`src/rtl/tic_pkg.sv`:
```
// shared types, constants and step program for the inscribed cone test
package tic_pkg;

  localparam int COORD_WIDTH_DEF = 32;
  localparam int WORD_W = 256;
  localparam int MAG_W = 128;
  localparam int SQ_IN_W = 136;
  localparam int SQ_OUT_W = 68;
  localparam int SQ_REM_W = 72;
  localparam int ADDR_W = 6;
  localparam int PC_W = 7;
  localparam logic [15:0] SINE_RESET = 16'd11943;

  typedef struct packed {
    logic [2:0] vertex_slot;
    logic signed [31:0] coord_x;
    logic signed [31:0] coord_y;
    logic signed [31:0] coord_z;
  } item_t;

  typedef struct packed {
    logic removable;
    logic degenerate;
  } result_t;

  typedef enum logic [1:0] {OP_MUL, OP_MAC, OP_MSC, OP_SQRT} op_kind_t;

  typedef struct packed {
    logic go;
    op_kind_t kind;
  } mul_ctl_t;

  typedef struct packed {
    op_kind_t kind;
    logic store;
    logic [ADDR_W-1:0] dst;
    logic [ADDR_W-1:0] a;
    logic [ADDR_W-1:0] b;
  } uop_t;

  typedef enum logic [2:0] {S_IDLE, S_LOAD, S_FETCH, S_GO, S_WAIT} state_t;

  localparam logic [ADDR_W-1:0] R_B = 6'd0;
  localparam logic [ADDR_W-1:0] R_C = 6'd3;
  localparam logic [ADDR_W-1:0] R_D = 6'd6;
  localparam logic [ADDR_W-1:0] R_A = 6'd9;
  localparam logic [ADDR_W-1:0] R_AB = 6'd12;
  localparam logic [ADDR_W-1:0] R_AC = 6'd15;
  localparam logic [ADDR_W-1:0] R_AD = 6'd18;
  localparam logic [ADDR_W-1:0] R_CB = 6'd21;
  localparam logic [ADDR_W-1:0] R_DB = 6'd24;
  localparam logic [ADDR_W-1:0] R_N = 6'd27;
  localparam logic [ADDR_W-1:0] R_T = 6'd30;
  localparam logic [ADDR_W-1:0] R_DET = 6'd31;
  localparam logic [ADDR_W-1:0] R_MA = 6'd32;
  localparam logic [ADDR_W-1:0] R_MB = 6'd33;
  localparam logic [ADDR_W-1:0] R_MC = 6'd34;
  localparam logic [ADDR_W-1:0] R_MD = 6'd35;
  localparam logic [ADDR_W-1:0] R_S = 6'd36;
  localparam logic [ADDR_W-1:0] R_W = 6'd37;
  localparam logic [ADDR_W-1:0] R_WW = 6'd40;
  localparam logic [ADDR_W-1:0] R_DD = 6'd41;
  localparam logic [ADDR_W-1:0] R_SG2 = 6'd42;
  localparam logic [ADDR_W-1:0] K_ONE = 6'd61;
  localparam logic [ADDR_W-1:0] K_TWO32 = 6'd62;
  localparam logic [ADDR_W-1:0] K_SIG = 6'd63;

  localparam logic [PC_W-1:0] LAST_PC = 7'd92;

  function automatic uop_t mk(input op_kind_t k, input logic st, input logic [ADDR_W-1:0] d,
                              input logic [ADDR_W-1:0] a, input logic [ADDR_W-1:0] b);
    uop_t u;
    u.kind = k;
    u.store = st;
    u.dst = d;
    u.a = a;
    u.b = b;
    return u;
  endfunction

  function automatic uop_t prog(input logic [PC_W-1:0] pc);
    uop_t u;
    case (pc)
      // edge vectors
      7'd0: u = mk(OP_MUL, 1'b0, R_AB, R_B, K_ONE);
      7'd1: u = mk(OP_MSC, 1'b1, R_AB, R_A, K_ONE);
      7'd2: u = mk(OP_MUL, 1'b0, R_AB, R_B + 6'd1, K_ONE);
      7'd3: u = mk(OP_MSC, 1'b1, R_AB + 6'd1, R_A + 6'd1, K_ONE);
      7'd4: u = mk(OP_MUL, 1'b0, R_AB, R_B + 6'd2, K_ONE);
      7'd5: u = mk(OP_MSC, 1'b1, R_AB + 6'd2, R_A + 6'd2, K_ONE);
      7'd6: u = mk(OP_MUL, 1'b0, R_AC, R_C, K_ONE);
      7'd7: u = mk(OP_MSC, 1'b1, R_AC, R_A, K_ONE);
      7'd8: u = mk(OP_MUL, 1'b0, R_AC, R_C + 6'd1, K_ONE);
      7'd9: u = mk(OP_MSC, 1'b1, R_AC + 6'd1, R_A + 6'd1, K_ONE);
      7'd10: u = mk(OP_MUL, 1'b0, R_AC, R_C + 6'd2, K_ONE);
      7'd11: u = mk(OP_MSC, 1'b1, R_AC + 6'd2, R_A + 6'd2, K_ONE);
      7'd12: u = mk(OP_MUL, 1'b0, R_AD, R_D, K_ONE);
      7'd13: u = mk(OP_MSC, 1'b1, R_AD, R_A, K_ONE);
      7'd14: u = mk(OP_MUL, 1'b0, R_AD, R_D + 6'd1, K_ONE);
      7'd15: u = mk(OP_MSC, 1'b1, R_AD + 6'd1, R_A + 6'd1, K_ONE);
      7'd16: u = mk(OP_MUL, 1'b0, R_AD, R_D + 6'd2, K_ONE);
      7'd17: u = mk(OP_MSC, 1'b1, R_AD + 6'd2, R_A + 6'd2, K_ONE);
      7'd18: u = mk(OP_MUL, 1'b0, R_CB, R_C, K_ONE);
      7'd19: u = mk(OP_MSC, 1'b1, R_CB, R_B, K_ONE);
      7'd20: u = mk(OP_MUL, 1'b0, R_CB, R_C + 6'd1, K_ONE);
      7'd21: u = mk(OP_MSC, 1'b1, R_CB + 6'd1, R_B + 6'd1, K_ONE);
      7'd22: u = mk(OP_MUL, 1'b0, R_CB, R_C + 6'd2, K_ONE);
      7'd23: u = mk(OP_MSC, 1'b1, R_CB + 6'd2, R_B + 6'd2, K_ONE);
      7'd24: u = mk(OP_MUL, 1'b0, R_DB, R_D, K_ONE);
      7'd25: u = mk(OP_MSC, 1'b1, R_DB, R_B, K_ONE);
      7'd26: u = mk(OP_MUL, 1'b0, R_DB, R_D + 6'd1, K_ONE);
      7'd27: u = mk(OP_MSC, 1'b1, R_DB + 6'd1, R_B + 6'd1, K_ONE);
      7'd28: u = mk(OP_MUL, 1'b0, R_DB, R_D + 6'd2, K_ONE);
      7'd29: u = mk(OP_MSC, 1'b1, R_DB + 6'd2, R_B + 6'd2, K_ONE);
      // face bcd
      7'd30: u = mk(OP_MUL, 1'b0, R_N, R_CB + 6'd1, R_DB + 6'd2);
      7'd31: u = mk(OP_MSC, 1'b1, R_N, R_CB + 6'd2, R_DB + 6'd1);
      7'd32: u = mk(OP_MUL, 1'b0, R_N, R_CB + 6'd2, R_DB);
      7'd33: u = mk(OP_MSC, 1'b1, R_N + 6'd1, R_CB, R_DB + 6'd2);
      7'd34: u = mk(OP_MUL, 1'b0, R_N, R_CB, R_DB + 6'd1);
      7'd35: u = mk(OP_MSC, 1'b1, R_N + 6'd2, R_CB + 6'd1, R_DB);
      7'd36: u = mk(OP_MUL, 1'b0, R_T, R_N, R_N);
      7'd37: u = mk(OP_MAC, 1'b0, R_T, R_N + 6'd1, R_N + 6'd1);
      7'd38: u = mk(OP_MAC, 1'b1, R_T, R_N + 6'd2, R_N + 6'd2);
      7'd39: u = mk(OP_SQRT, 1'b1, R_MA, R_T, R_T);
      // face acd, its normal also gives the volume
      7'd40: u = mk(OP_MUL, 1'b0, R_N, R_AC + 6'd1, R_AD + 6'd2);
      7'd41: u = mk(OP_MSC, 1'b1, R_N, R_AC + 6'd2, R_AD + 6'd1);
      7'd42: u = mk(OP_MUL, 1'b0, R_N, R_AC + 6'd2, R_AD);
      7'd43: u = mk(OP_MSC, 1'b1, R_N + 6'd1, R_AC, R_AD + 6'd2);
      7'd44: u = mk(OP_MUL, 1'b0, R_N, R_AC, R_AD + 6'd1);
      7'd45: u = mk(OP_MSC, 1'b1, R_N + 6'd2, R_AC + 6'd1, R_AD);
      7'd46: u = mk(OP_MUL, 1'b0, R_DET, R_N, R_AB);
      7'd47: u = mk(OP_MAC, 1'b0, R_DET, R_N + 6'd1, R_AB + 6'd1);
      7'd48: u = mk(OP_MAC, 1'b1, R_DET, R_N + 6'd2, R_AB + 6'd2);
      7'd49: u = mk(OP_MUL, 1'b0, R_T, R_N, R_N);
      7'd50: u = mk(OP_MAC, 1'b0, R_T, R_N + 6'd1, R_N + 6'd1);
      7'd51: u = mk(OP_MAC, 1'b1, R_T, R_N + 6'd2, R_N + 6'd2);
      7'd52: u = mk(OP_SQRT, 1'b1, R_MB, R_T, R_T);
      // face adb
      7'd53: u = mk(OP_MUL, 1'b0, R_N, R_AD + 6'd1, R_AB + 6'd2);
      7'd54: u = mk(OP_MSC, 1'b1, R_N, R_AD + 6'd2, R_AB + 6'd1);
      7'd55: u = mk(OP_MUL, 1'b0, R_N, R_AD + 6'd2, R_AB);
      7'd56: u = mk(OP_MSC, 1'b1, R_N + 6'd1, R_AD, R_AB + 6'd2);
      7'd57: u = mk(OP_MUL, 1'b0, R_N, R_AD, R_AB + 6'd1);
      7'd58: u = mk(OP_MSC, 1'b1, R_N + 6'd2, R_AD + 6'd1, R_AB);
      7'd59: u = mk(OP_MUL, 1'b0, R_T, R_N, R_N);
      7'd60: u = mk(OP_MAC, 1'b0, R_T, R_N + 6'd1, R_N + 6'd1);
      7'd61: u = mk(OP_MAC, 1'b1, R_T, R_N + 6'd2, R_N + 6'd2);
      7'd62: u = mk(OP_SQRT, 1'b1, R_MC, R_T, R_T);
      // face abc
      7'd63: u = mk(OP_MUL, 1'b0, R_N, R_AB + 6'd1, R_AC + 6'd2);
      7'd64: u = mk(OP_MSC, 1'b1, R_N, R_AB + 6'd2, R_AC + 6'd1);
      7'd65: u = mk(OP_MUL, 1'b0, R_N, R_AB + 6'd2, R_AC);
      7'd66: u = mk(OP_MSC, 1'b1, R_N + 6'd1, R_AB, R_AC + 6'd2);
      7'd67: u = mk(OP_MUL, 1'b0, R_N, R_AB, R_AC + 6'd1);
      7'd68: u = mk(OP_MSC, 1'b1, R_N + 6'd2, R_AB + 6'd1, R_AC);
      7'd69: u = mk(OP_MUL, 1'b0, R_T, R_N, R_N);
      7'd70: u = mk(OP_MAC, 1'b0, R_T, R_N + 6'd1, R_N + 6'd1);
      7'd71: u = mk(OP_MAC, 1'b1, R_T, R_N + 6'd2, R_N + 6'd2);
      7'd72: u = mk(OP_SQRT, 1'b1, R_MD, R_T, R_T);
      // area sum
      7'd73: u = mk(OP_MUL, 1'b0, R_S, R_MA, K_ONE);
      7'd74: u = mk(OP_MAC, 1'b0, R_S, R_MB, K_ONE);
      7'd75: u = mk(OP_MAC, 1'b0, R_S, R_MC, K_ONE);
      7'd76: u = mk(OP_MAC, 1'b1, R_S, R_MD, K_ONE);
      // weighted apex offset
      7'd77: u = mk(OP_MUL, 1'b0, R_W, R_MB, R_AB);
      7'd78: u = mk(OP_MAC, 1'b0, R_W, R_MC, R_AC);
      7'd79: u = mk(OP_MAC, 1'b1, R_W, R_MD, R_AD);
      7'd80: u = mk(OP_MUL, 1'b0, R_W, R_MB, R_AB + 6'd1);
      7'd81: u = mk(OP_MAC, 1'b0, R_W, R_MC, R_AC + 6'd1);
      7'd82: u = mk(OP_MAC, 1'b1, R_W + 6'd1, R_MD, R_AD + 6'd1);
      7'd83: u = mk(OP_MUL, 1'b0, R_W, R_MB, R_AB + 6'd2);
      7'd84: u = mk(OP_MAC, 1'b0, R_W, R_MC, R_AC + 6'd2);
      7'd85: u = mk(OP_MAC, 1'b1, R_W + 6'd2, R_MD, R_AD + 6'd2);
      7'd86: u = mk(OP_MUL, 1'b0, R_WW, R_W, R_W);
      7'd87: u = mk(OP_MAC, 1'b0, R_WW, R_W + 6'd1, R_W + 6'd1);
      7'd88: u = mk(OP_MAC, 1'b1, R_WW, R_W + 6'd2, R_W + 6'd2);
      // final compare
      7'd89: u = mk(OP_MUL, 1'b1, R_DD, R_DET, R_DET);
      7'd90: u = mk(OP_MUL, 1'b1, R_SG2, K_SIG, K_SIG);
      7'd91: u = mk(OP_MUL, 1'b0, R_T, R_DD, K_TWO32);
      7'd92: u = mk(OP_MSC, 1'b0, R_T, R_WW, R_SG2);
      default: u = mk(OP_MUL, 1'b0, R_T, K_ONE, K_ONE);
    endcase
    return u;
  endfunction

endpackage

```
`src/rtl/tic_sqrt.sv`:
```
// iterative floor square root, two radicand bits per cycle
module tic_sqrt (
  input  logic                          clk,
  input  logic                          rst,
  input  logic                          go,
  input  logic [tic_pkg::SQ_IN_W-1:0]   x,
  output logic [tic_pkg::SQ_OUT_W-1:0]  root,
  output logic                          done
);
  import tic_pkg::*;

  localparam int CNT_W = $clog2(SQ_OUT_W + 1);

  logic                active;
  logic [CNT_W-1:0]    cnt;
  logic [SQ_IN_W-1:0]  xs;
  logic [SQ_REM_W-1:0] rem;
  logic [SQ_REM_W-1:0] rem_sh;
  logic [SQ_REM_W-1:0] trial;

  assign rem_sh = {rem[SQ_REM_W-3:0], xs[SQ_IN_W-1:SQ_IN_W-2]};
  assign trial = {{(SQ_REM_W-SQ_OUT_W-2){1'b0}}, root, 2'b01};
  assign done = active && (cnt == '0);

  always_ff @(posedge clk) begin
    if (rst) begin
      active <= 1'b0;
    end else if (go) begin
      active <= 1'b1;
    end else if (done) begin
      active <= 1'b0;
    end
  end

  always_ff @(posedge clk) begin
    if (go) begin
      xs <= x;
      rem <= '0;
      root <= '0;
      cnt <= CNT_W'(SQ_OUT_W);
    end else if (active && (cnt != '0)) begin
      if (rem_sh >= trial) begin
        rem <= rem_sh - trial;
        root <= {root[SQ_OUT_W-2:0], 1'b1};
      end else begin
        rem <= rem_sh;
        root <= {root[SQ_OUT_W-2:0], 1'b0};
      end
      xs <= {xs[SQ_IN_W-3:0], 2'b00};
      cnt <= cnt - 1'b1;
    end
  end

endmodule

```
`config.mk`:
```
export PLATFORM = sky130hd
export DESIGN_NAME = tic_sqrt
export DESIGN_NICKNAME = d
export VERILOG_FILES = /design/src/rtl/tic_pkg.sv /design/src/rtl/tic_sqrt.sv
export SDC_FILE = /design/constraint.sdc
export NUM_CORES = 1
export LEC_CHECK = 0
export BUFFER_PORTS_ARGS = -buffer_cell sky130_fd_sc_hd__buf_2
export CAP_MARGIN = 20
export CORE_MARGIN = 2
export CORE_UTILIZATION = 59
export DETAILED_ROUTE_END_ITERATION = 7
export PLACE_DENSITY = 0.81
export SLEW_MARGIN = 0
export SYNTH_ARGS = -nofsm -noshare
export SYNTH_HDL_FRONTEND = slang
export SYNTH_SLANG_ARGS = --single-unit
export TNS_END_PERCENT = 100
```
`constraint.sdc`:
```
create_clock -name clk -period 6.3 [get_ports clk]
set_input_delay 0.945 -clock clk [delete_from_list [all_inputs] [get_ports clk]]
set_output_delay 0.945 -clock clk [all_outputs]
set_load 0.01 [all_outputs]
```
==> reports/metrics.cfg <==
[flow_run]
maxCapViolCount=0

[placement]
placed_area_um2=17000
gp_congestion=0.932
placedCellCount=2142
hpwl_um=26900
post-place-ws_ns=2.47
port_buffers=207

[yosys]
yosysWarnings=0
synth_cells=1687
syn_area_um2=15900
synth_edf_count=136
avgSynthCellArea_um2=9.42
synthSimpleGateAreaFrac_pct=14.4
synth.yosys.seq_area_share_pct=44.1
yosysTopAreaCell=edfxtp_1
synth_top_area_share_pct=25.7
syn_nets=1898
synth_top_family_by_area=compound AO/OA/AOI/OAI gates
yosys_most_used_dff=dfxtp_1
synth_compound_area_share_pct=16.8
synth.area.top_cells=edfxtp_1, dfxtp_1, mux2_2
synth-seq-cells=282
async_reset_ff_share_pct=0
synthAdderAreaFrac_pct=5.67
synth.distinct_cells=78
muxShareOfSynthArea_pct=9.89
synthXorXnorAreaFrac_pct=4.02

[timing]
fin_skew_ns=0.0162
tightestPinTransition_ns=1.01
worst_slack_ns=2.43
fmax_ghz=0.259
tns_ns=0
hold_viol_final=0
rsz0062_at_grt=no
final.period_utilization_pct=61.4
period_needed_ns=3.87
setup_viol=0
slew-limit-headroom_pct=32.5
final_max_slew_viol_count=0

[cells_and_area]
final_nets=2045
stdcell_area_um2=18000
syn_to_final_growth_pct=13.4
fin_cells=2199
drive_gt1_share_pct=23.2
layout_commonest_cell=nand2_1
final_cell_mix=nand2_1, buf_2, a21oi_1

[power]
p_sw_mw=3.69
swShare_pct=42.3
power_mw=8.72
p_clk_share_pct=20.7
seqPwrFrac_pct=26.8
comb_power_share_pct=52.5
powerDensity_nw_per_um2=484
vdd_drop_max_mv=0.418
p_int_mw=5.04
p_leak_nw=7.33

[detailed_routing]
totalWireLength_um=38900
antenna_left=0
wl_per_cell_um=17.7
routed_via_density=5.85
drt_iter0_drc=1073
drt_first_pass_iters=5
via_count=12900
drc_errors=0

[critical_path]
r2r_slack_ns=2.43
path_max_fanout=72
cp.arrival_ns=4.26
worst_setup_path_end_kind=flop
cp-startpoint=root[51]
critPathLaunchType=flop
r2r-end=rem[62]
criticalPathCategory=reg2reg
crit_required_ns=6.69
worstSetupEndpoint=rem[62]
r2r-start=root[51]
rr_worst_depth=11

[status]
outcome=finished, final reports clean

[cts]
hold_buffers=0
worstSkewPairLatency_ns=0.56
cts_resized=0
numCtsBuffers=30
cts.sinks=282
clk_path_buf_depth=3
cts_root_buf=clkbuf_16
cts_setup_buffers=0
cts.clk_slew.worst_paths_ns=0.06
cts_tree=built
htree_levels=1

[worst_hold_path]
hp-class=reg2reg
hp-start=root[7]

[floorplan]
dieArea_um2=28300
die_h_um=168
core_um2=26700
num_rows=60
die_w_um=168
io_pins=208
start_util_pct=59.4

[global_route]
grt-ovfl-total=0
grt_pass1_vias=12600
grt_use_total_pct=27.3
grt_start_max_net_pins=111
grt_pass1_wl_um=63500
antenna_found_initial=2

-- Yosys cell counts, types with 6 or more instances --
library cell,n
o211ai_1,7
ha_1,72
inv_1,94
a21oi_1,172
o21a_1,7
o21bai_1,13
buf_6,6
dfxtp_1,146
a211oi_1,47
o21ai_1,13
o21ai_0,59
buf_2,11
nor4_1,6
a31oi_1,12
clkbuf_1,78
nor2_1,139
a21o_1,36
nor3_1,49
edfxtp_1,136
o22ai_1,10
mux2_2,134
xor2_1,29
nand4_1,23
xnor2_1,44
and3_1,13
nand3_1,13
nand2b_1,10
nand2_1,214
-- critical path, cell delays in order (launching register included) --
cell,delay [ns]
dfxtp_1,0.36
inv_1,0.06
ha_1,0.39
a21o_1,0.23
a21o_1,0.17
a21oi_1,0.27
nand2_1,0.14
a2111o_1,0.47
a211oi_4,0.19
buf_4,0.62
nand2b_1,0.63
o22ai_1,0.18
-- state kept, by name, indices dropped and copies added, names as in the netlist --
register  cells
root         68
active        1
cnt           7
rem          70
xs          136
-- power groups by stage --
stage / Clock (mW) / Sequential, mW / Combinational [mW]
floorplan: 0 / 2.32 / 3.72
global placement: 0 / 2.36 / 4.41
detailed placement: 0 / 2.37 / 4.48
CTS: 1.83 / 2.33 / 4.51
global route: 1.90 / 2.36 / 5.07
finish: 1.81 / 2.34 / 4.58
-- per-stage QoR --
stage / hold slack [ns] / util (%)
after floorplan: 0.438 / -
after global placement: 0.466 / 63.5
after detailed placement: 0.458 / 63.5
after CTS: 0.468 / 67.3
after global routing: 0.495 / 67.4
final: 0.465 / 67.4
-- area by class of cell --
class                   count  area, µm²
fillers                  2102       8710
multi-input cells        1210       8090
flip-flops and latches    282       7010
repair buffers            216       1130
clock buffers              38        812
well taps                 341        427
inverters                  94        355
clock inverters            17        191
diodes                      1       2.50
-- worst min-delay path by stage --
stage               endpoint  slack, ns  cells after the start
detailed placement   rem[69]       0.46                      2
finish               root[8]       0.46                      2
global route         root[8]       0.50                      2
CTS                  root[8]       0.47                      2
global placement    root[58]       0.47                      2
floorplan            rem[69]       0.44                      2
-- cells by family after synthesis --
family                     after synthesis
AOI/OAI and AO/OA                      423
xor gates and xnor gates                73
adders and majority gates               72
buffers and inverters                  195
DFF                                    282
muxes                                  140
and+or+nand+nor                        502
-- per-layer routing --
metal	global-route usage, %	wire [µm]	up-vias	share of wire (%)
met5	0	0	-	0
met4	7.38	963	0	2.5
met3	7.26	3160	68	8.1
met2	45.6	18200	423	47
met1	35.1	16600	6051	43
li1	-	-	6323	-
Power figures use the tool's default switching activity.
